## config.mk

```make
export PLATFORM = sky130hd
export DESIGN_NAME = serial_command_line_interpreter_flat
export DESIGN_NICKNAME = d
export VERILOG_FILES = /design/src/design/scli_pkg.sv /design/src/design/scli_in_if.sv /design/src/design/scli_out_if.sv /design/src/design/scli_ram.sv /design/src/design/serial_command_line_interpreter.sv /design/src/flat_wrapper.sv
export SDC_FILE = /design/constraint.sdc
export NUM_CORES = 1
export LEC_CHECK = 0
export BUFFER_PORTS_ARGS = -buffer_cell sky130_fd_sc_hd__buf_4
export CAP_MARGIN = 20
export CORE_ASPECT_RATIO = 1.1
export CORE_MARGIN = 3
export CORE_UTILIZATION = 38
export CTS_CLUSTER_SIZE = 40
export DETAILED_ROUTE_END_ITERATION = 10
export GPL_TIMING_DRIVEN = 0
export RECOVER_POWER = 100
export SLEW_MARGIN = 20
export SYNTH_ARGS = -nofsm -noshare
export SYNTH_HDL_FRONTEND = slang
export SYNTH_SLANG_ARGS = --single-unit
```

## constraint.sdc

```tcl
create_clock -name clk -period 12.1 [get_ports clk]
set_input_delay 0.605 -clock clk [delete_from_list [all_inputs] [get_ports clk]]
set_output_delay 0.605 -clock clk [all_outputs]
set_load 0.1 [all_outputs]
```

## src/design/scli_pkg.sv

```systemverilog
`timescale 1ns / 1ps
// ----------------------------------------------------------------------------
// Serial command line interpreter package
// Shared constants, codes, sequencer types and character helpers.
// ----------------------------------------------------------------------------
package scli_pkg;

  // Default line buffer size, the terminator slot included
  localparam int LINE_CAPACITY_DEF = 64;

  // Blink period after reset, in milliseconds
  localparam logic [31:0] BLINK_RESET = 32'd500;

  // Line terminators
  localparam logic [7:0] CHAR_CR = 8'h0D;
  localparam logic [7:0] CHAR_LF = 8'h0A;

  // Response codes
  localparam logic [2:0] RESP_NONE     = 3'd0;
  localparam logic [2:0] RESP_LED_ON   = 3'd1;
  localparam logic [2:0] RESP_LED_OFF  = 3'd2;
  localparam logic [2:0] RESP_STAT_ON  = 3'd3;
  localparam logic [2:0] RESP_STAT_OFF = 3'd4;
  localparam logic [2:0] RESP_DELAY    = 3'd5;
  localparam logic [2:0] RESP_UNKNOWN  = 3'd6;

  // Command texts, padded with zero bytes to eight characters
  typedef logic [7:0] text_t [8];

  localparam text_t TXT_LED_ON  = '{"L", "E", "D", " ", "O", "N", 8'h00, 8'h00};
  localparam text_t TXT_LED_OFF = '{"L", "E", "D", " ", "O", "F", "F", 8'h00};
  localparam text_t TXT_STATUS  = '{"S", "T", "A", "T", "U", "S", 8'h00, 8'h00};
  localparam text_t TXT_DELAY   = '{"D", "E", "L", "A", "Y", 8'h00, 8'h00, 8'h00};

  localparam int LEN_LED_ON  = 6;
  localparam int LEN_LED_OFF = 7;
  localparam int LEN_STATUS  = 6;
  localparam int LEN_DELAY   = 5;

  // Main sequencer
  typedef enum logic [1:0] {
    S_IDLE,
    S_ECHO,
    S_SCAN,
    S_DONE
  } state_t;

  // DELAY argument parser
  typedef enum logic [2:0] {
    P_PREFIX,
    P_SPACE,
    P_FIRST,
    P_NUM,
    P_TAIL,
    P_FAIL
  } phase_t;

  function automatic logic is_space(logic [7:0] c);
    return (c == " ") || (c >= 8'd9 && c <= 8'd13);
  endfunction

  function automatic logic is_digit(logic [7:0] c);
    return (c >= "0") && (c <= "9");
  endfunction

endpackage

```

## src/design/scli_in_if.sv

```systemverilog
`timescale 1ns / 1ps
// ----------------------------------------------------------------------------
// Interpreter input channel
// Valid/ready channel carrying one received byte or one millisecond tick.
// ----------------------------------------------------------------------------
interface scli_in_if;
  logic       valid;
  logic       ready;
  logic       kind;
  logic [7:0] rx_byte;

  modport source (output valid, output kind, output rx_byte, input ready);
  modport sink   (input valid, input kind, input rx_byte, output ready);
endinterface

```

## src/design/scli_out_if.sv

```systemverilog
`timescale 1ns / 1ps
// ----------------------------------------------------------------------------
// Interpreter result channel
// Valid/ready channel carrying one transmit byte, response and status.
// ----------------------------------------------------------------------------
interface scli_out_if;
  logic        valid;
  logic        ready;
  logic        has_tx;
  logic [7:0]  tx_byte;
  logic [2:0]  response;
  logic [31:0] delay_value;
  logic        led;
  logic        last;

  modport source (output valid, output has_tx, output tx_byte, output response,
                  output delay_value, output led, output last, input ready);
  modport sink   (input valid, input has_tx, input tx_byte, input response,
                  input delay_value, input led, input last, output ready);
endinterface

```

## src/design/scli_ram.sv

```systemverilog
`timescale 1ns / 1ps
// ----------------------------------------------------------------------------
// Generic single-port-write RAM
// One write port and one read port with registered read data.
// ----------------------------------------------------------------------------
module scli_ram #(
  parameter int WIDTH  = 8,
  parameter int DEPTH  = 63,
  parameter int ADDR_W = $clog2(DEPTH)
) (
  input  logic              clk,
  input  logic              wr_en,
  input  logic [ADDR_W-1:0] wr_addr,
  input  logic [WIDTH-1:0]  wr_data,
  input  logic [ADDR_W-1:0] rd_addr,
  output logic [WIDTH-1:0]  rd_data
);

  logic [WIDTH-1:0] mem [DEPTH];

  // Write and read, read data registered
  always_ff @(posedge clk) begin
    if (wr_en) begin
      mem[wr_addr] <= wr_data;
    end
    rd_data <= mem[rd_addr];
  end

endmodule

```

## src/design/serial_command_line_interpreter.sv

```systemverilog
`timescale 1ns / 1ps
// ----------------------------------------------------------------------------
// Serial command line interpreter
// Echoes received bytes, buffers a line and decodes LED, STATUS and DELAY
// commands; millisecond ticks drive the blinking LED.
// ----------------------------------------------------------------------------
// A tick or an ordinary byte gives one result in the cycle after it is taken,
// and the block takes its next request in the cycle after that result is
// taken. A CR or LF byte gives two results: the echo, then a line feed
// carrying the response. After the echo is taken the stored line is read
// back from the line RAM one character per cycle up to the first zero byte
// or the end of the stored line (at most LINE_CAPACITY-1 characters), and
// the line feed result follows that read-back. The block takes no request
// until the last result of the current one has been taken. delay_value and
// led show the live blink period and LED level, so the echo of a line end
// shows them before the command and the line feed after it.
// ----------------------------------------------------------------------------
module serial_command_line_interpreter #(
  parameter int LINE_CAPACITY = scli_pkg::LINE_CAPACITY_DEF
) (
  input  logic        clk,
  input  logic        rst,
  scli_in_if.sink     cmd,
  scli_out_if.source  result
);
  import scli_pkg::*;

  localparam int DEPTH  = LINE_CAPACITY - 1;
  localparam int ADDR_W = $clog2(DEPTH);
  localparam int LEN_W  = $clog2(LINE_CAPACITY);

  // Control state
  state_t            state;
  state_t            state_next;
  logic [LEN_W-1:0]  line_length;
  logic              led_level;
  logic [31:0]       blink_period;
  logic [31:0]       elapsed_ms;

  // Result payload
  logic              has_tx;
  logic [7:0]        tx_byte;
  logic [2:0]        response;

  // Scan state
  logic [LEN_W-1:0]  idx;
  phase_t            phase;
  phase_t            phase_next;
  logic              m_on;
  logic              m_off;
  logic              m_stat;
  logic [31:0]       acc;
  logic [31:0]       acc_next;
  logic              neg;
  logic              neg_next;
  logic              sat;
  logic              sat_next;

  // Handshake and RAM signals
  logic              cmd_fire;
  logic              out_fire;
  logic              is_eol;
  logic              store_ok;
  logic              ram_we;
  logic [ADDR_W-1:0] ram_raddr;
  logic [7:0]        ram_rdata;
  logic [LEN_W-1:0]  idx_inc;
  logic              scan_end;

  // Character and finish helpers
  logic [7:0]        ch;
  logic [35:0]       prod;
  logic              take_digit;
  logic              hit_on;
  logic              hit_off;
  logic              hit_stat;
  logic              delay_ok;
  logic [2:0]        resp_code;
  logic [31:0]       delay_new;
  logic [31:0]       elapsed_inc;

  assign cmd_fire    = cmd.valid && cmd.ready;
  assign out_fire    = result.valid && result.ready;
  assign is_eol      = (cmd.rx_byte == CHAR_CR) || (cmd.rx_byte == CHAR_LF);
  assign store_ok    = line_length < LEN_W'(DEPTH);
  assign idx_inc     = idx + 1'b1;
  assign ch          = ram_rdata;
  assign scan_end    = (idx == line_length) || (ch == 8'h00);
  assign elapsed_inc = elapsed_ms + 32'd1;

  // Line store
  scli_ram #(
    .WIDTH (8),
    .DEPTH (DEPTH)
  ) u_line_ram (
    .clk     (clk),
    .wr_en   (ram_we),
    .wr_addr (line_length[ADDR_W-1:0]),
    .wr_data (cmd.rx_byte),
    .rd_addr (ram_raddr),
    .rd_data (ram_rdata)
  );

  // Advance the sequencer
  always_ff @(posedge clk) begin
    if (rst) begin
      state <= S_IDLE;
    end else begin
      state <= state_next;
    end
  end

  // Next state
  always_comb begin
    state_next = state;
    unique case (state)
      S_IDLE: begin
        if (cmd.valid) begin
          state_next = (!cmd.kind && is_eol) ? S_ECHO : S_DONE;
        end
      end
      S_ECHO: begin
        if (result.ready) begin
          state_next = S_SCAN;
        end
      end
      S_SCAN: begin
        if (scan_end) begin
          state_next = S_DONE;
        end
      end
      S_DONE: begin
        if (result.ready) begin
          state_next = S_IDLE;
        end
      end
      default: state_next = S_IDLE;
    endcase
  end

  // Sequencer outputs
  always_comb begin
    cmd.ready    = 1'b0;
    result.valid = 1'b0;
    result.last  = 1'b0;
    ram_we       = 1'b0;
    ram_raddr    = '0;
    unique case (state)
      S_IDLE: begin
        cmd.ready = 1'b1;
        ram_we    = cmd.valid && !cmd.kind && !is_eol && store_ok;
      end
      S_ECHO: begin
        result.valid = 1'b1;
      end
      S_SCAN: begin
        ram_raddr = idx_inc[ADDR_W-1:0];
      end
      S_DONE: begin
        result.valid = 1'b1;
        result.last  = 1'b1;
      end
      default: begin
        cmd.ready = 1'b0;
      end
    endcase
  end

  assign result.has_tx      = has_tx;
  assign result.tx_byte     = tx_byte;
  assign result.response    = response;
  assign result.delay_value = blink_period;
  assign result.led         = led_level;

  // Step the DELAY parser by one character
  assign prod       = ({4'b0, acc} << 3) + ({4'b0, acc} << 1) + {32'b0, ch[3:0] - 4'd0};
  assign take_digit = is_digit(ch) && (phase == P_SPACE || phase == P_FIRST ||
                                       phase == P_NUM);

  always_comb begin
    phase_next = phase;
    neg_next   = neg;
    acc_next   = acc;
    sat_next   = sat;
    unique case (phase) inside
      P_PREFIX: begin
        if (ch != TXT_DELAY[idx[2:0]]) begin
          phase_next = P_FAIL;
        end else if (idx == LEN_W'(LEN_DELAY - 1)) begin
          phase_next = P_SPACE;
        end
      end
      P_SPACE: begin
        if (is_space(ch)) begin
          phase_next = P_SPACE;
        end else if (ch == "+" || ch == "-") begin
          neg_next   = (ch == "-");
          phase_next = P_FIRST;
        end else if (is_digit(ch)) begin
          phase_next = P_NUM;
        end else begin
          phase_next = P_FAIL;
        end
      end
      P_FIRST: begin
        phase_next = is_digit(ch) ? P_NUM : P_FAIL;
      end
      P_NUM: begin
        if (!is_digit(ch)) begin
          phase_next = P_TAIL;
        end
      end
      P_TAIL, P_FAIL: begin
        phase_next = phase;
      end
      default: phase_next = P_FAIL;
    endcase
    // Accumulate the digit unless already saturated
    if (take_digit && !sat) begin
      acc_next = prod[31:0];
      sat_next = |prod[35:32];
    end
  end

  // Decide the response at line end
  assign hit_on   = m_on   && (idx == LEN_W'(LEN_LED_ON));
  assign hit_off  = m_off  && (idx == LEN_W'(LEN_LED_OFF));
  assign hit_stat = m_stat && (idx == LEN_W'(LEN_STATUS));
  assign delay_ok = (phase == P_NUM) || (phase == P_TAIL);
  assign delay_new = sat ? 32'hFFFF_FFFF : (neg ? (32'd0 - acc) : acc);

  always_comb begin
    if (hit_on) begin
      resp_code = RESP_LED_ON;
    end else if (hit_off) begin
      resp_code = RESP_LED_OFF;
    end else if (hit_stat) begin
      resp_code = led_level ? RESP_STAT_ON : RESP_STAT_OFF;
    end else if (delay_ok) begin
      resp_code = RESP_DELAY;
    end else if (idx != '0) begin
      resp_code = RESP_UNKNOWN;
    end else begin
      resp_code = RESP_NONE;
    end
  end

  // Update line length, LED, blink period and tick count
  always_ff @(posedge clk) begin
    if (rst) begin
      line_length  <= '0;
      led_level    <= 1'b0;
      blink_period <= BLINK_RESET;
      elapsed_ms   <= '0;
    end else begin
      if (state == S_IDLE && cmd_fire) begin
        if (cmd.kind) begin
          if (elapsed_inc >= blink_period) begin
            led_level  <= ~led_level;
            elapsed_ms <= '0;
          end else begin
            elapsed_ms <= elapsed_inc;
          end
        end else if (!is_eol && store_ok) begin
          line_length <= line_length + 1'b1;
        end
      end
      if (state == S_SCAN && scan_end) begin
        line_length <= '0;
        if (hit_on) begin
          led_level <= 1'b1;
        end else if (hit_off) begin
          led_level <= 1'b0;
        end else if (!hit_stat && delay_ok) begin
          blink_period <= delay_new;
        end
      end
    end
  end

  // Load result payload and scan registers
  always_ff @(posedge clk) begin
    if (state == S_IDLE && cmd_fire) begin
      has_tx   <= !cmd.kind;
      tx_byte  <= cmd.kind ? 8'h00 : cmd.rx_byte;
      response <= RESP_NONE;
      idx      <= '0;
      phase    <= P_PREFIX;
      m_on     <= 1'b1;
      m_off    <= 1'b1;
      m_stat   <= 1'b1;
      acc      <= '0;
      neg      <= 1'b0;
      sat      <= 1'b0;
    end
    if (state == S_SCAN) begin
      if (scan_end) begin
        has_tx   <= 1'b1;
        tx_byte  <= CHAR_LF;
        response <= resp_code;
      end else begin
        idx    <= idx_inc;
        phase  <= phase_next;
        acc    <= acc_next;
        neg    <= neg_next;
        sat    <= sat_next;
        m_on   <= m_on && (idx < LEN_W'(LEN_LED_ON)) && (ch == TXT_LED_ON[idx[2:0]]);
        m_off  <= m_off && (idx < LEN_W'(LEN_LED_OFF)) && (ch == TXT_LED_OFF[idx[2:0]]);
        m_stat <= m_stat && (idx < LEN_W'(LEN_STATUS)) && (ch == TXT_STATUS[idx[2:0]]);
      end
    end
  end

  // Checks
  a_no_overlap: assert property (@(posedge clk) disable iff (rst)
    !(cmd.ready && result.valid))
    else $error("request taken while a result is pending");

  a_length_bound: assert property (@(posedge clk) disable iff (rst)
    line_length <= LEN_W'(DEPTH))
    else $error("line length beyond buffer depth");

  a_eol_echo: assert property (@(posedge clk) disable iff (rst)
    cmd_fire && !cmd.kind && is_eol |=> state == S_ECHO && result.has_tx && !result.last)
    else $error("line end not followed by its echo");

  a_echo_scan: assert property (@(posedge clk) disable iff (rst)
    out_fire && state == S_ECHO |=> state == S_SCAN && idx == '0)
    else $error("echo taken without starting the line scan");

endmodule

```

## src/flat_wrapper.sv

```systemverilog
// flat-port wrapper written by rule: the top's interface ports become plain ports
module serial_command_line_interpreter_flat import scli_pkg::*;
#(
  parameter int LINE_CAPACITY = scli_pkg::LINE_CAPACITY_DEF
)
  (clk, rst, cmd_valid, cmd_kind, cmd_rx_byte, cmd_ready, result_valid, result_has_tx, result_tx_byte, result_response, result_delay_value, result_led, result_last, result_ready);
  scli_in_if cmd_i ();
  scli_out_if result_i ();
  input  logic clk;
  input  logic rst;
  input wire logic [$bits(cmd_i.valid)-1:0] cmd_valid;
  input wire logic [$bits(cmd_i.kind)-1:0] cmd_kind;
  input wire logic [$bits(cmd_i.rx_byte)-1:0] cmd_rx_byte;
  output wire logic [$bits(cmd_i.ready)-1:0] cmd_ready;
  output wire logic [$bits(result_i.valid)-1:0] result_valid;
  output wire logic [$bits(result_i.has_tx)-1:0] result_has_tx;
  output wire logic [$bits(result_i.tx_byte)-1:0] result_tx_byte;
  output wire logic [$bits(result_i.response)-1:0] result_response;
  output wire logic [$bits(result_i.delay_value)-1:0] result_delay_value;
  output wire logic [$bits(result_i.led)-1:0] result_led;
  output wire logic [$bits(result_i.last)-1:0] result_last;
  input wire logic [$bits(result_i.ready)-1:0] result_ready;
  assign cmd_i.valid = cmd_valid;
  assign cmd_i.kind = cmd_kind;
  assign cmd_i.rx_byte = cmd_rx_byte;
  assign cmd_ready = cmd_i.ready;
  assign result_valid = result_i.valid;
  assign result_has_tx = result_i.has_tx;
  assign result_tx_byte = result_i.tx_byte;
  assign result_response = result_i.response;
  assign result_delay_value = result_i.delay_value;
  assign result_led = result_i.led;
  assign result_last = result_i.last;
  assign result_i.ready = result_ready;
  serial_command_line_interpreter #(.LINE_CAPACITY(LINE_CAPACITY)) u_core (.clk(clk), .rst(rst), .cmd(cmd_i), .result(result_i));
endmodule
```

==> Word-level counts from Yosys, hierarchy flattened <==
Memories as Yosys holds them, arrays and structs flattened. A register that Yosys moved wholly into a read port is not among the register bits.
Cells that the tools add are included.
W data, S select, Z words.
{ "classes": {"mux": 82, "reduce_logical": 47, "bitwise": 5, "n_lt_le_gt_ge": 9, "mul": 0, "n_div": 0, "shifts": 0, "n_addsub": 6, "n_eq_ne": 32} }
{ "op_table": {"columns": ["cell", "count"], "rows": [
  ["$mux W32", 7],
  ["$mux W8", 12],
  ["$mux W3", 18],
  ["$add A35 B33 Y36", 1],
  ["$add A36 B4 Y36", 1],
  ["$mux W1", 34],
  ["$add A32 B1 Y32 const B", 1],
  ["$ge A32 B32 Y1", 1],
  ["$sub A1 B32 Y32 const A", 1],
  ["$eq A8 B6 Y1 const B", 3],
  ["$eq A8 B8 Y1", 3],
  ["$mux W6", 4],
  ["$logic_and A1 B1 Y1", 22],
  ["$eq A6 B3 Y1 const B", 3],
  ["$eq A8 B4 Y1 const B", 2],
  ["$pmux W3 S5", 1],
  ["$add A6 B1 Y6 const B", 2],
  ["$lt A6 B3 Y1 const B", 2],
  ["$mux W2", 5],
  ["$ne A3 B1 Y1 const B", 3],
  ["$reduce_and A3 Y1", 3],
  ["$ge A8 B4 Y1 const B", 1],
  ["$ge A8 B6 Y1 const B", 1],
  ["$le A8 B4 Y1 const B", 1],
  ["28 further kinds", 49]
]} }
{ "word_totals": {"mem_count": 5, "out_inout_bits": 48, "ramBits": 504, "word_cells": 202, "inputBits": 13, "latch_bits": 0, "romBits": 256, "register_bits": 131} }
{ "mem_list": {"columns": ["name", "depth", "word_bits", "rd", "rd_clocked_by_memory_dff", "write_ports", "line_no", "rtl"], "rows": [
  ["u_core.u_line_ram.mem", 63, 8, 1, 1, 1, "scli_ram.sv:19", "logic [WIDTH-1:0] mem [DEPTH];"],
  ["(name not given)", 8, 8, 1, 0, 0, "serial_command_line_interpreter.sv:187", "if (ch != TXT_DELAY[idx[2:0]]) begin"],
  ["(name not given)", 8, 8, 1, 0, 0, "serial_command_line_interpreter.sv:308", "m_off <= m_off && (idx < LEN_W'(LEN_LED_OFF)) && (ch == TXT_LED_OFF[idx[2:0]]);"],
  ["(name not given)", 8, 8, 1, 0, 0, "serial_command_line_interpreter.sv:309", "m_stat <= m_stat && (idx < LEN_W'(LEN_STATUS)) && (ch == TXT_STATUS[idx[2:0]]);"],
  ["(name not given)", 8, 8, 1, 0, 0, "serial_command_line_interpreter.sv:307", "m_on <= m_on && (idx < LEN_W'(LEN_LED_ON)) && (ch == TXT_LED_ON[idx[2:0]]);"]
]} }

==> Depth between registers and ports, before layout <==
Gate-level depths: netlist (run 1).
{ "logic_depth": {"word_depth": 9, "mapped_depth": 17, "ltp_nobuf": 16} }

==> By module <==
A second synthesis (run 1) with hierarchy kept.
{ "unflattened": {"cells_unflattened": 2155, "area_unflattened_um2": 29837.4} }
{ "by_module_without_submodules": {"columns": ["module", "instances", "area_per_inst_um2", "cells_each", "seq_area_each_um2"], "rows": [
  ["scli_ram", 1, 19806.5, 949, 15294.7],
  ["serial_command_line_interpreter", 1, 10030.9, 1206, 2992.9]
]} }

==> Worst setup path after synthesis (run 1) <==
OpenSTA, ideal clock, no wires.
{ "synth_path": {"path_kind": "register to register", "startpoint": "register u_core.u_line_ram.rd_data[2] (read register of u_core.u_line_ram.mem)", "endpoint": "register u_core.acc[0] (enable)", "arrival_time_ps": 4348, "setup_ps": 515, "path_slack_ps": 7236, "n_path_buf": 1, "period_less_slack_ps": 4864, "stages_incl_launch_ff": 5, "required_ps": 11585, "cell_sequence": "dfxtp_1 > clkbuf_1 > o21ai_0 > nand4_1 > o41ai_1"} }
{ "synth_between": {"elab_chain_len": 5, "word_cells_on_any_way": 8, "classes_between": "order compare (2); eq/ne (1); reduce/logical (5)"} }
{ "synth_rtl": {"columns": ["item", "line_no", "rtl"], "rows": [
  ["start: declaration", "scli_ram.sv:16", "output logic [WIDTH-1:0] rd_data"],
  ["$ge A8 B6 Y1 or $le A8 B6 Y1 (tied branches)", "scli_pkg.sv:63", "return (c >= \"0\") && (c <= \"9\");"],
  ["$logic_and A1 B1 Y1", "scli_pkg.sv:63", null],
  ["$logic_and A1 B1 Y1", "serial_command_line_interpreter.sv:177", "assign take_digit = is_digit(ch) && (phase == P_SPACE || phase == P_FIRST ||"],
  ["$logic_and A1 B1 Y1", "serial_command_line_interpreter.sv:219", "if (take_digit && !sat) begin"],
  ["$ne A3 B1 Y1 (no line) *", null, null],
  ["end signal: assignment", "serial_command_line_interpreter.sv:304", "acc <= acc_next;"],
  ["end: declaration", "serial_command_line_interpreter.sv:52", "logic [31:0] acc;"]
]} }
Every way passes the cells marked *; elsewhere a longest branch is shown, timed or not.
A chain may end at the register's enable or synchronous reset.

==> Worst setup path after layout (run 1) <==
{ "layout_path": {"startpoint": "input cmd_rx_byte[5]", "endpoint": "memory u_core.u_line_ram.mem[27][6] (enable)"} }
{ "layout_between": {"elab_chain_len": 8, "word_cells_on_any_way": 9, "classes_between": "eq/ne (2); mux (3); reduce/logical (4)"} }
{ "layout_rtl": {"columns": ["item", "line_no", "rtl"], "rows": [
  ["start: declaration", "flat_wrapper.sv:13", "input wire logic [$bits(cmd_i.rx_byte)-1:0] cmd_rx_byte;"],
  ["$eq A8 B4 Y1", "serial_command_line_interpreter.sv:84", "assign is_eol = (cmd.rx_byte == CHAR_CR) || (cmd.rx_byte == CHAR_LF);"],
  ["$logic_or A1 B1 Y1 *", "serial_command_line_interpreter.sv:84", null],
  ["$logic_not A1 Y1 *", "serial_command_line_interpreter.sv:151", "ram_we = cmd.valid && !cmd.kind && !is_eol && store_ok;"],
  ["$logic_and A1 B1 Y1 * (2 in a row)", "serial_command_line_interpreter.sv:151", null],
  ["$mux W1 *", "serial_command_line_interpreter.sv:148", "unique case (state)"],
  ["$mux W1 *", "scli_ram.sv:23", "if (wr_en) begin"],
  ["$mux W1 (implied by the code) *", "scli_ram.sv:24", "mem[wr_addr] <= wr_data;"],
  ["end: declaration", "scli_ram.sv:19", null]
]} }
Marked as above.

==> results.md, run 1 <==
* Root buf cell: clkbuf_16
* Final Max Tran Viols at 531
* Setup crit start kind: input port
* Post-route ant nets at 0
* TritonCTS clock tree: built
* Reg-to-Reg Start: u_core.elapsed_ms[0]$_SDFFE_PP0P_
* Clock Power Share at 0.316
* Nets@finish at 2881
* RSZ-0062 raised after global routing: no
* Final min period at 5.513 ns
* DR vias at 21890
* Top_reg_cell synth: edfxtp_1
* MaxCap Viol Count at 8
* Routed wire length at 86590 um
* Register share of total power at 0.397
* Lkg Pwr at roughly 12 nW
* Core ar. at 0.07932 mm^2
* Cells along the critical path: clkbuf_1, nor4_1, nand2_1, a21oi_1, nor4_1, nand3_1, nor2_1
* Final non-filler cell total at 3855
* Ys Warns at 0
* DP HPWL at 59690 um
* Number of synthesized flops with an enable pin at approximately 540
* Synth-to-layout area growth at 12.39%
* Cell family with most CP delay: buffers and inverters
* Final setup fails at 0
* Post-Route Setup TNS at 0 ns
* Crit path DAT at 5.77 ns
* Layout cell share with drive strength beyond 1 at 0.06515
* Fmax at 181.4 MHz
* Overall die area at 0.08393 mm^2
* Slowest cell on crit path: clkbuf_1
* R2r endpoint: u_core.result.led$_SDFF_PP0_
* H-tree levels at 3
* Die W at ~280 um
* Clock Skews at 0.02963 ns
* Kind of critical path: input port to flop
* Clk slew on worst S/H paths at 0.06 ns
* Worst Hold Margin at 0.3747 ns
* Cells after DPL at 3728
* First-pass GRT wire length at 130000 um
* Initial antenna violation count at 2
* CTS buffer count at 71
* Power Total at 6.612 mW
* Worst-Skew Late Latency at roughly 0.64 ns
* Drt drc at 0
* Postcts setup bufs at 0
* Commonest non-fill, non-tap cell in the layout: edfxtp_1
* WP buf/inv at 1
* Congestion Overflow GR at 0
* P_sw at around 2.4 mW
* Part of the power in combinational logic at 0.287
* Die H at 303.5 um
* Syn Area/Cell at 11.68 um^2
* Total Routing Usage GR at 0.2007
* Most frequent cells in the layout: edfxtp_1, nand2_1, clkbuf_1
* Violations in the final reports: capacitance limit, slew limit
* Largest stage delay, worst path at 2.61 ns
* Worst reg2reg path depth at 15
* Hold path start: result_ready
* Cell Area, Synth at between 0.03 and 0.04 mm^2
* Pint at 4.227 mW
* Largest net degree at the start of global routing at 67
* Syn nets at 2744
* Row count at 108
* Synthesized flop and latch total at about 640
* Mean routed wirelength per cell at 22.46 um
* CP most frequent cell: nor4_1
* Clk buf depth at 3
* Worst-Margin Slew at between 3 and 4 ns
* Number of DRC markers in iteration 0 at 1920
* Port Buf Inserts at 59
* Crit end category: flop
* Worst hold path class: input port to flop
* Post-synthesis cell count at 2619
* Starting density of the core at 0.3856
* Via-to-Cell Ratio at 5.679
* Top-level I/O count at 61
* Worst Hold End: u_core.state[0]$_SDFFE_PP0P_
* Crit Path Max Fanout at 65
* Final worst-path cycle share at 0.4556
* Worst EP required at 12.35 ns
* Number of global-route vias before repair at between 20000 and 25000
* Hold Crit Depth at 4
* Post-CTS sizing at 0
* RePlAce Congestion at between 0.9 and 1
* PD cells at 192.3 mW/mm^2
* Synth cell types at 69
* Slew headroom at -1.537
* Post-CTS Hold Buffers at 0
* Worst VDD drop at 0.1166 mV
* FF-to-FF setup slack at just under 7 ns
* Clock Sinks at 643
* First drt pass iteration count at 5
* Switching part of the total at 0.3607
* Ys async rst share at 0
* Final Hold Vio Count at 0
* Register area share after synthesis at 0.5979
* Status: complete, but fails checks
## layout make-up
class                   count  area [um^2]
diodes                      1        2.502
multi-input cells        1750        11440
flip-flops and latches    643        18290
clock buffers              83         1832
well taps                1045         1308
inverters                  56        210.2
clock inverters            43        400.4
plain buffers             170        643.1
fillers                  7332        44950
repair buffers             64        251.5
## layer usage
metal  up-vias  track usage  wire length (um)
met4         2      0.05810              2430
met2       723       0.3574             42970
li1      10150            -                 -
met5         -            0                 7
met1     10850       0.2545             35970
met3       168      0.02938              5205
## flip-flops by register name, summed over array words and instances (netlist names), 2 cells and up
register	flops
u_core.result.tx_byte	8
u_core.line_length	6
u_core.result.response	3
u_core.acc	32
u_core.u_line_ram.mem	504
u_core.phase	3
u_core.result.delay_value	32
u_core.state	2
u_core.idx	6
u_core.elapsed_ms	32
u_core.u_line_ram.rd_data	8
## how the worst max path moves through the flow
| stage | to | depth (start not counted) | startpoint |
|---|---|---|---|
| finish | u_core.u_line_ram.mem[27][6]$_DFFE_PP_ | 7 | cmd_rx_byte[5] |
| global route | u_core.u_line_ram.mem[18][5]$_DFFE_PP_ | 7 | cmd_rx_byte[5] |
| CTS | u_core.result.led$_SDFF_PP0_ | 15 | u_core.elapsed_ms[0]$_SDFFE_PP0P_ |
| detailed placement | u_core.result.led$_SDFF_PP0_ | 15 | u_core.elapsed_ms[0]$_SDFFE_PP0P_ |
| global placement | u_core.acc[20]$_DFFE_PP_ | 4 | u_core.u_line_ram.rd_data[2]$_DFF_P_ |
| floorplan | u_core.acc[0]$_DFFE_PP_ | 4 | u_core.u_line_ram.rd_data[2]$_DFF_P_ |
## cell families (layout without fill, tap and decap cells)
logic type,after synthesis,in the layout,share of synthesized area
and+or+nand+nor,763,763,0.1195
AOI/OAI and AO/OA,645,645,0.1325
DFF,643,643,0.5979
buffers and inverters,226,416,0.02802
muxes,121,121,0.04455
adders and majority gates,112,112,0.04631
xor gates and xnor gates,109,109,0.03121
other,0,1,0
## through the flow
stage / util / setup slack (ns) / cell area, um^2
detailed placement: 0.4081 / 7.000 / 32370
finish: 0.4334 / 6.587 / 34370
global route: 0.4333 / 6.056 / 34370
floorplan: - / 7.236 / 30580
global placement: 0.4076 / 5.197 / 32330
CTS: 0.4362 / 6.935 / 34600
## worst register-to-register path, delay by kind of cell (launching register included)
| kind | cells | cell delay [ns] |
|---|---|---|
| buffers and inverters | 1 | 0.48 |
| multiplexers | 1 | 0.26 |
| XOR/XNOR | 1 | 0.21 |
| AND/OR/NAND/NOR | 6 | 2.31 |
| flip-flops | 1 | 0.47 |
| adder cells (fa/ha/maj) | 2 | 0.56 |
| AO/OA/AOI/OAI | 4 | 0.77 |
## Yosys cell counts, drive strengths merged, types with 13 or more instances
library cell / count / area share
a211oi: 78 / 0.019
a21o: 23 / 0.0056
a21oi: 167 / 0.027
a22oi: 34 / 0.0083
a31oi: 46 / 0.0094
and3: 18 / 0.0037
buf: 23 / 0.0031
clkbuf: 147 / 0.018
dfxtp: 102 / 0.067
edfxtp: 541 / 0.53
ha: 110 / 0.045
inv: 56 / 0.0069
mux2: 41 / 0.015
mux2i: 72 / 0.024
nand2: 251 / 0.031
nand2b: 13 / 0.0027
nand3: 115 / 0.019
nand4: 22 / 0.0045
nor2: 144 / 0.018
nor2b: 50 / 0.010
nor3: 68 / 0.011
nor4: 14 / 0.0029
o21ai: 164 / 0.027
o22ai: 17 / 0.0035
o311ai: 16 / 0.0046
o31ai: 17 / 0.0046
xnor2: 55 / 0.016
xor2: 54 / 0.015
## power by group through the flow
stage | logic (mW) | registers, mW | clock network (mW)
finish | 1.90 | 2.63 | 2.09
global route | 2.05 | 2.64 | 2.21
CTS | 1.92 | 2.62 | 2.11
detailed placement | 1.91 | 2.67 | 0
global placement | 1.88 | 2.67 | 0
floorplan | 1.11 | 2.84 | 0
Power figures use the tool's default switching activity.
==> run 2: changes to the inputs <==
Clock period 12.1 ns to 5.2 ns, I/O delays scaled along.
==> run 2 against run 1 <==
Against the previous run: the run still ends with capacitance limit, slew limit left; register-to-register slack got worse by 6.5 ns; non-clock buffer count unchanged; design area up 0.13%; critical path type is now flop to flop; critical endpoint is now u_core.u_line_ram.rd_data[7]$_DFF_P_.
==> results.md, run 2 (synthesized netlist as in run 1, its figures left out) <==
* Drt drc at 0 (unchanged)
* Top-level I/O count at 61 (unchanged)
* Via-to-Cell Ratio at 5.685 (+0.10%)
* Met1 GRT Util at 0.2545 (unchanged)
* Clock Power Share at 0.316 (about the same)
* CP most frequent cell: clkbuf_1
* Met2 usage at 0.3574 (unchanged)
* Setup crit start kind: flop
* Final Max Tran Viols at 66 (-88%)
* Reg-to-Reg Start: u_core.idx[0]$_DFF_P_
* First-pass GRT wire length at 130000 um (unchanged)
* Port Buf Inserts at 59 (unchanged)
* Status: complete, but fails checks
* Met3 usage at 0.02938 (unchanged)
* Pint at 9.828 mW (+130%)
* Worst-Skew Late Latency at 0.64 ns (about the same)
* Kind of critical path: flop to flop
* CTS buffer count at 71 (unchanged)
* Worst reg2reg path depth at 12 (-3)
* Row count at 108 (unchanged)
* Number of global-route vias before repair at 21520 (unchanged)
* Crit end category: flop
* Worst-Margin Slew at 3.702 ns (-0.1044 ns)
* Core ar. at 0.07932 mm^2 (unchanged)
* Hold Crit Depth at 4 (unchanged)
* Part of the power in combinational logic at 0.287 (about the same)
* DR vias at 21920 (+0.13%)
* Fin worst setup slack at 0.3551 ns (-6.232 ns)
* Layout cell share with drive strength beyond 1 at 0.06835 (+0.003204)
* Postcts setup bufs at 0 (unchanged)
* Final-layout fill cell count at 7325 (-0.095%)
* Sequential Area at 0.01829 mm^2 (unchanged)
* Commonest non-fill, non-tap cell in the layout: edfxtp_1
* Power Total at 15.38 mW (+130%)
* Mean routed wirelength per cell at 22.43 um (-0.14%)
* Worst Hold End: u_core.state[0]$_SDFFE_PP0P_
* Cells along the critical path: clkbuf_1, inv_1, clkbuf_1, ha_1, clkbuf_1, inv_1, clkbuf_1, clkbuf_1, a21oi_1, mux4_2, o21ai_0, o21ai_0
* Crit path DAT at 5.30 ns (-0.47 ns)
* Worst EP required at 5.66 ns (-6.69 ns)
* Slowest cell on crit path: clkbuf_1
* Synth-to-layout area growth at 12.54%
* Gr busiest metal: met2
* Lkg Pwr at 11.75 nW (+0.38%)
* Starting density of the core at 0.3856 (unchanged)
* Clock Sinks at 643 (unchanged)
* Initial antenna violation count at 2 (unchanged)
* RePlAce Congestion at 0.9074 (unchanged)
* Overall die area at 0.08393 mm^2 (unchanged)
* Fmax at 206.4 MHz
* Routed wire length at 86500 um (-0.11%)
* Crit Path Max Fanout at 12 (-82%)
* Root buf cell: clkbuf_16
* Nets@finish at 2881 (unchanged)
* PD cells at 446.7 mW/mm^2 (+130%)
* RSZ-0062 raised after global routing: no
* Final Hold Vio Count at 0 (unchanged)
* MaxCap Viol Count at 1 (-7)
* Worst hold path class: input port to flop
* Die H at 303.5 um (unchanged)
* Final worst-path cycle share at 0.9317
* Most frequent cells in the layout: edfxtp_1, nand2_1, clkbuf_1
* Final setup fails at 0 (unchanged)
* Final min period at 4.845 ns
* Area of the multi-input gates at 0.01145 mm^2 (+0.13%)
* DP HPWL at 59690 um (unchanged)
* Clk buf depth at 3 (unchanged)
* Congestion Overflow GR at 0 (unchanged)
* Biggest register: u_core.u_line_ram.mem
* Largest net degree at the start of global routing at 67 (unchanged)
* Max reg flops at 504 (unchanged)
* Switching part of the total at 0.3608 (about the same)
* Slew headroom at -1.468 (+0.06959)
* Post-route ant nets at 0 (unchanged)
* TritonCTS clock tree: built
* Die W at 276.5 um (unchanged)
* Worst VDD drop at 0.2720 mV (+130%)
* P_sw at 5.549 mW (+130%)
* Largest stage delay, worst path at 0.57 ns (-2.04 ns)
* Number of DRC markers in iteration 0 at 1909 (-0.57%)
* H-tree levels at 3 (unchanged)
* R2r endpoint: u_core.u_line_ram.rd_data[7]$_DFF_P_
* Clock Skews at 0.02990 ns (+0.0002741 ns)
* First drt pass iteration count at 5 (unchanged)
* Hold path start: result_ready
* Violations in the final reports: capacitance limit, slew limit
* Register share of total power at 0.397 (about the same)
* Clk slew on worst S/H paths at 0.06 ns (about the same)
* Total Routing Usage GR at 0.2007 (unchanged)
* FF-to-FF setup slack at 0.36 ns (-6.53 ns)
* Dpl ws at 0.09979 ns (-6.900 ns)
run 2: changes by cell type in the layout (fill, tap and decap cells not counted):
cell      delta
clkbuf_2     +1
nor4_1       -1
buf_4        +7
clkbuf_1     -8
nor4_4       +1
diode_2      +1
run 2: area by class of cell:
type	instances	share of cell area
multi-input combinational	1750	0.3328
inverter	56	0.006107
clock buffer	83	0.05322
antenna	2	0.0001454
clock inverter	43	0.01163
timing repair buffer	64	0.008070
sequential	643	0.5313
buffer	170	0.01872
tap	1045	0.03799
run 2: through the flow:
| stage | area [um^2] | util | std cells | hold slack (ns) | setup TNS [ns] |
|---|---|---|---|---|---|
| 5_1_grt | 34410 | 0.4339 | 3854 | 0.04316 | 0 |
| 3_3_place_gp | 32330 | 0.4076 | 3723 | 0.4525 | -56.10 |
| 2_1_floorplan | 30580 | - | 2619 | 0.3589 | 0 |
| 4_1_cts | 34600 | 0.4362 | 3854 | 0.01895 | 0 |
| 3_5_place_dp | 32370 | 0.4081 | 3728 | 0.4508 | 0 |
| 6_report | 34420 | 0.4339 | 3856 | 0.02969 | 0 |
run 2: worst max-delay path, delay by kind of cell, from the launching register on:
kind | cells | cell delay (ns)
flip-flops | 1 | 0.37
adder cells (fa/ha/maj) | 1 | 0.39
multiplexers | 1 | 0.57
buffers and inverters | 7 | 2.50
AO/OA/AOI/OAI | 3 | 0.82
run 2: worst max path at each step:
stage	cells after the start	start	to	slack (ns)
3_3_place_gp	4	u_core.u_line_ram.rd_data[2]$_DFF_P_	u_core.acc[20]$_DFFE_PP_	-1.70
3_5_place_dp	15	u_core.elapsed_ms[0]$_SDFFE_PP0P_	u_core.result.led$_SDFF_PP0_	0.1
4_1_cts	15	u_core.elapsed_ms[0]$_SDFFE_PP0P_	u_core.result.led$_SDFF_PP0_	0.04
2_1_floorplan	4	u_core.u_line_ram.rd_data[2]$_DFF_P_	u_core.acc[0]$_DFFE_PP_	0.34
5_1_grt	16	u_core.elapsed_ms[0]$_SDFFE_PP0P_	u_core.elapsed_ms[23]$_SDFFE_PP0P_	0.01
6_report	12	u_core.idx[0]$_DFF_P_	u_core.u_line_ram.rd_data[7]$_DFF_P_	0.36
run 2: power by group through the flow:
| stage | Sequential (mW) | Clock, mW | Combinational (mW) |
|---|---|---|---|
| after floorplan | 6.62 | 0 | 2.59 |
| after global placement | 6.20 | 0 | 4.37 |
| after detailed placement | 6.20 | 0 | 4.45 |
| after CTS | 6.10 | 4.92 | 4.47 |
| after global routing | 6.12 | 5.14 | 4.77 |
| final | 6.10 | 4.86 | 4.42 |
run 2: what timing repair did:
action                     CTS  global route
setup endpoints to repair    0            33
hold buffers                 0             0
gates resized for setup      0             3
run 2: metal layers:
layer | vias to the layer above | share of wire
met4 | 2 | 0.028
met5 | - | 0.000081
met3 | 162 | 0.059
met2 | 739 | 0.50
li1 | 10160 | -
met1 | 10860 | 0.42
==> run 3: changes to the inputs <==
Settings changed: CORE_MARGIN 3 to 2, CORE_UTILIZATION 38 to 45.
==> run 3 against run 2 <==
Against the previous run: sequential power hardly changed; clock-buffer cell count is 2 lower; the run still ends with capacitance limit, slew limit left; die area down 17%; critical endpoint is now u_core.acc[23]$_DFFE_PP_; critical path depth grew 1; sequential share of layout area rose by 0.095 points; largest cell class unchanged; first-iteration DRC count shrank 1.7%; global-route usage rose by 4.2 points; largest power group unchanged; cell count fell by 4.6%.
==> results.md, run 3 (synthesized netlist as in run 1, its figures left out) <==
* Starting density of the core at 0.4535 (+0.06793)
* RSZ-0062 raised after global routing: no
* Clock Skews at 0.01985 ns (-0.01005 ns)
* Final worst-path cycle share at 0.9375 (+0.005799)
* Post-route ant nets at 0 (unchanged)
* Clock Sinks at 643 (unchanged)
* Slew headroom at -1.149 (+0.3188)
* P_sw at 5.439 mW (-2.0%)
* Setup crit start kind: flop
* Violations in the final reports: capacitance limit, slew limit
* Mean routed wirelength per cell at 23.25 um (+3.7%)
* Final setup fails at 0 (unchanged)
* Number of DRC markers in iteration 0 at 1876 (-1.7%)
* Worst EP required at 5.54 ns (-0.12 ns)
* DP HPWL at 59320 um (-0.63%)
* Clk slew on worst S/H paths at 0.06 ns (about the same)
* MaxCap Viol Count at 1 (unchanged)
* Core ar. at 0.06744 mm^2 (-15%)
* First drt pass iteration count at 5 (unchanged)
* FF-to-FF setup slack at 0.32 ns (-0.03 ns)
* Clock Power Share at 0.331 (+0.015)
* Port Buf Inserts at 59 (unchanged)
* Crit end category: flop
* Top-level I/O count at 61 (unchanged)
* Final Hold Vio Count at 0 (unchanged)
* N_diodes at 0 (-2)
* Synth-to-layout area growth at 12.34%
* PD cells at 455.8 mW/mm^2 (+2.0%)
* Status: complete, but fails checks
* Initial antenna violation count at 0 (-2)
* Met2 WL at 43100 um (+0.34%)
* Worst hold path class: input port to flop
* Power Total at 15.66 mW (+1.8%)
* Switching part of the total at 0.3473 (-0.01350)
* Kind of critical path: flop to flop
* Routed wire length at 85530 um (-1.1%)
* Final instance area at 0.03436 mm^2 (-0.18%)
* Die H at 277.4 um (-8.6%)
* Biggest register: u_core.u_line_ram.mem
* Layout cell share with drive strength beyond 1 at 0.06724 (-0.001116)
* Part of the power in combinational logic at 0.280 (-0.007)
* Fin worst setup slack at 0.3249 ns (-0.03016 ns)
* Postcts setup bufs at 0 (unchanged)
* Register share of total power at 0.389 (-0.008)
* Cell Area, Placed at 0.03215 mm^2 (-0.66%)
* Total Routing Usage GR at 0.2430 (+0.04232)
* Final Max Tran Viols at 66 (unchanged)
* DR vias at 21710 (-0.98%)
* Overall die area at 0.07007 mm^2 (-17%)
* Root buf cell: clkbuf_16
* Die W at 252.6 um (-8.7%)
* Worst-Margin Slew at 3.223 ns (-0.4782 ns)
* Post-layout util at 0.5095 (+0.07554)
* Nets@finish at 2882 (+0.035%)
* Largest net degree at the start of global routing at 67 (unchanged)
* CTS buffer count at 70 (-1.4%)
* Number of global-route vias before repair at 21920 (+1.8%)
* Row count at 100 (-7.4%)
* Post-Route Setup TNS at 0 ns (unchanged)
* Crit Path Max Fanout at 10 (-2)
* Dpl ws at 0.05129 ns (-0.04849 ns)
* First-pass GRT wire length at 129600 um (-0.30%)
* Fmax at 205.1 MHz (-0.62%)
* Top Layer Used: met4
* Lkg Pwr at 11.84 nW (+0.77%)
* Via-to-Cell Ratio at 5.902 (+3.8%)
* Commonest non-fill, non-tap cell in the layout: edfxtp_1
* TritonCTS clock tree: built
* Worst VDD drop at 0.2944 mV (+8.2%)
* Worst-Skew Late Latency at 0.62 ns (-0.02 ns)
* Pint at 10.22 mW (+4.0%)
* Met3 routed wirelength at 4673 um (-7.9%)
* Crit path DAT at 5.22 ns (-0.08 ns)
* Most frequent cells in the layout: edfxtp_1, nand2_1, clkbuf_1
* RePlAce Congestion at 0.9656 (+6.4%)
* Drt drc at 0 (unchanged)
* Clk buf depth at 3 (unchanged)
* Final min period at 4.875 ns (+0.03016 ns)
* Max reg flops at 504 (unchanged)
* H-tree levels at 3 (unchanged)
* WL met1 at 34940 um (-3.1%)
* Congestion Overflow GR at 0 (unchanged)
==> run 3: cell count changes in the layout (fill, tap and decap cells not counted), sizes merged <==
cell / previous run / this run
clkinv: 30 / 27
buf: 28 / 30
dlygate4sd3: 0 / 1
inv: 61 / 62
bufinv: 3 / 12
diode: 2 / 0
clkinvlp: 5 / 0
clkbuf: 289 / 286
==> run 3: metal layers <==
metal	up-vias	track usage
met2	701	0.4301
li1	10160	-
met4	0	0.08633
met1	10700	0.3042
met3	151	0.03115
met5	-	0
==> run 3: layout make-up <==
cell class	count	area [um^2]
Buffer	170	644.4
Clock buffer	81	1803
Clock inverter	45	571.8
Fill cell	5929	33080
Inverter	56	210.2
Multi-Input combinational cell	1750	11450
Sequential cell	643	18290
Tap cell	867	1085
Timing Repair Buffer	66	301.5
==> run 3: worst paths after layout <==
path,endpoint,start,cells after the start
min,u_core.state[0]$_SDFFE_PP0P_,cmd_valid,5
min reg2reg,u_core.elapsed_ms[23]$_SDFFE_PP0P_,u_core.elapsed_ms[23]$_SDFFE_PP0P_,2
max reg2reg,u_core.acc[23]$_DFFE_PP_,u_core.state[0]$_SDFFE_PP0P_,13
max,u_core.acc[23]$_DFFE_PP_,u_core.state[0]$_SDFFE_PP0P_,13
==> run 3: per-stage QoR <==
step / std cells / hold WS (ns)
2_1_floorplan: 2619 / 0.3589
3_3_place_gp: 3545 / 0.4562
3_5_place_dp: 3551 / 0.4669
4_1_cts: 3678 / 0.1048
5_1_grt: 3678 / 0.1920
6_report: 3678 / 0.1340
==> run 3: power groups by stage <==
stage                     registers, mW  clock network (mW)  logic [mW]
final                              6.10                5.18        4.38
after CTS                          6.10                5.25        4.44
after detailed placement           6.21                   0        4.42
after floorplan                    6.62                   0        2.59
after global placement             6.21                   0        4.34
after global routing               6.12                5.45        4.75
==> run 3: critical path: stages, from the launching register on <==
cell and delay, ns:
dfxtp_1 0.34, inv_1 0.08, ha_1 0.16, clkbuf_1 0.43, clkbuf_1 0.56, clkbuf_1 0.66
and2_0 0.21, clkbuf_1 0.47, clkbuf_1 0.54, o41ai_1 0.23, clkbuf_1 0.25, clkbuf_1 0.25
buf_4 0.22, clkbuf_2 0.18
==> run 3: repair_timing <==
item                       in CTS  in global routing
setup endpoints to repair       0                 33
hold buffers                    1                  0
hold endpoints to repair        1                  0
resized for setup               0                  3
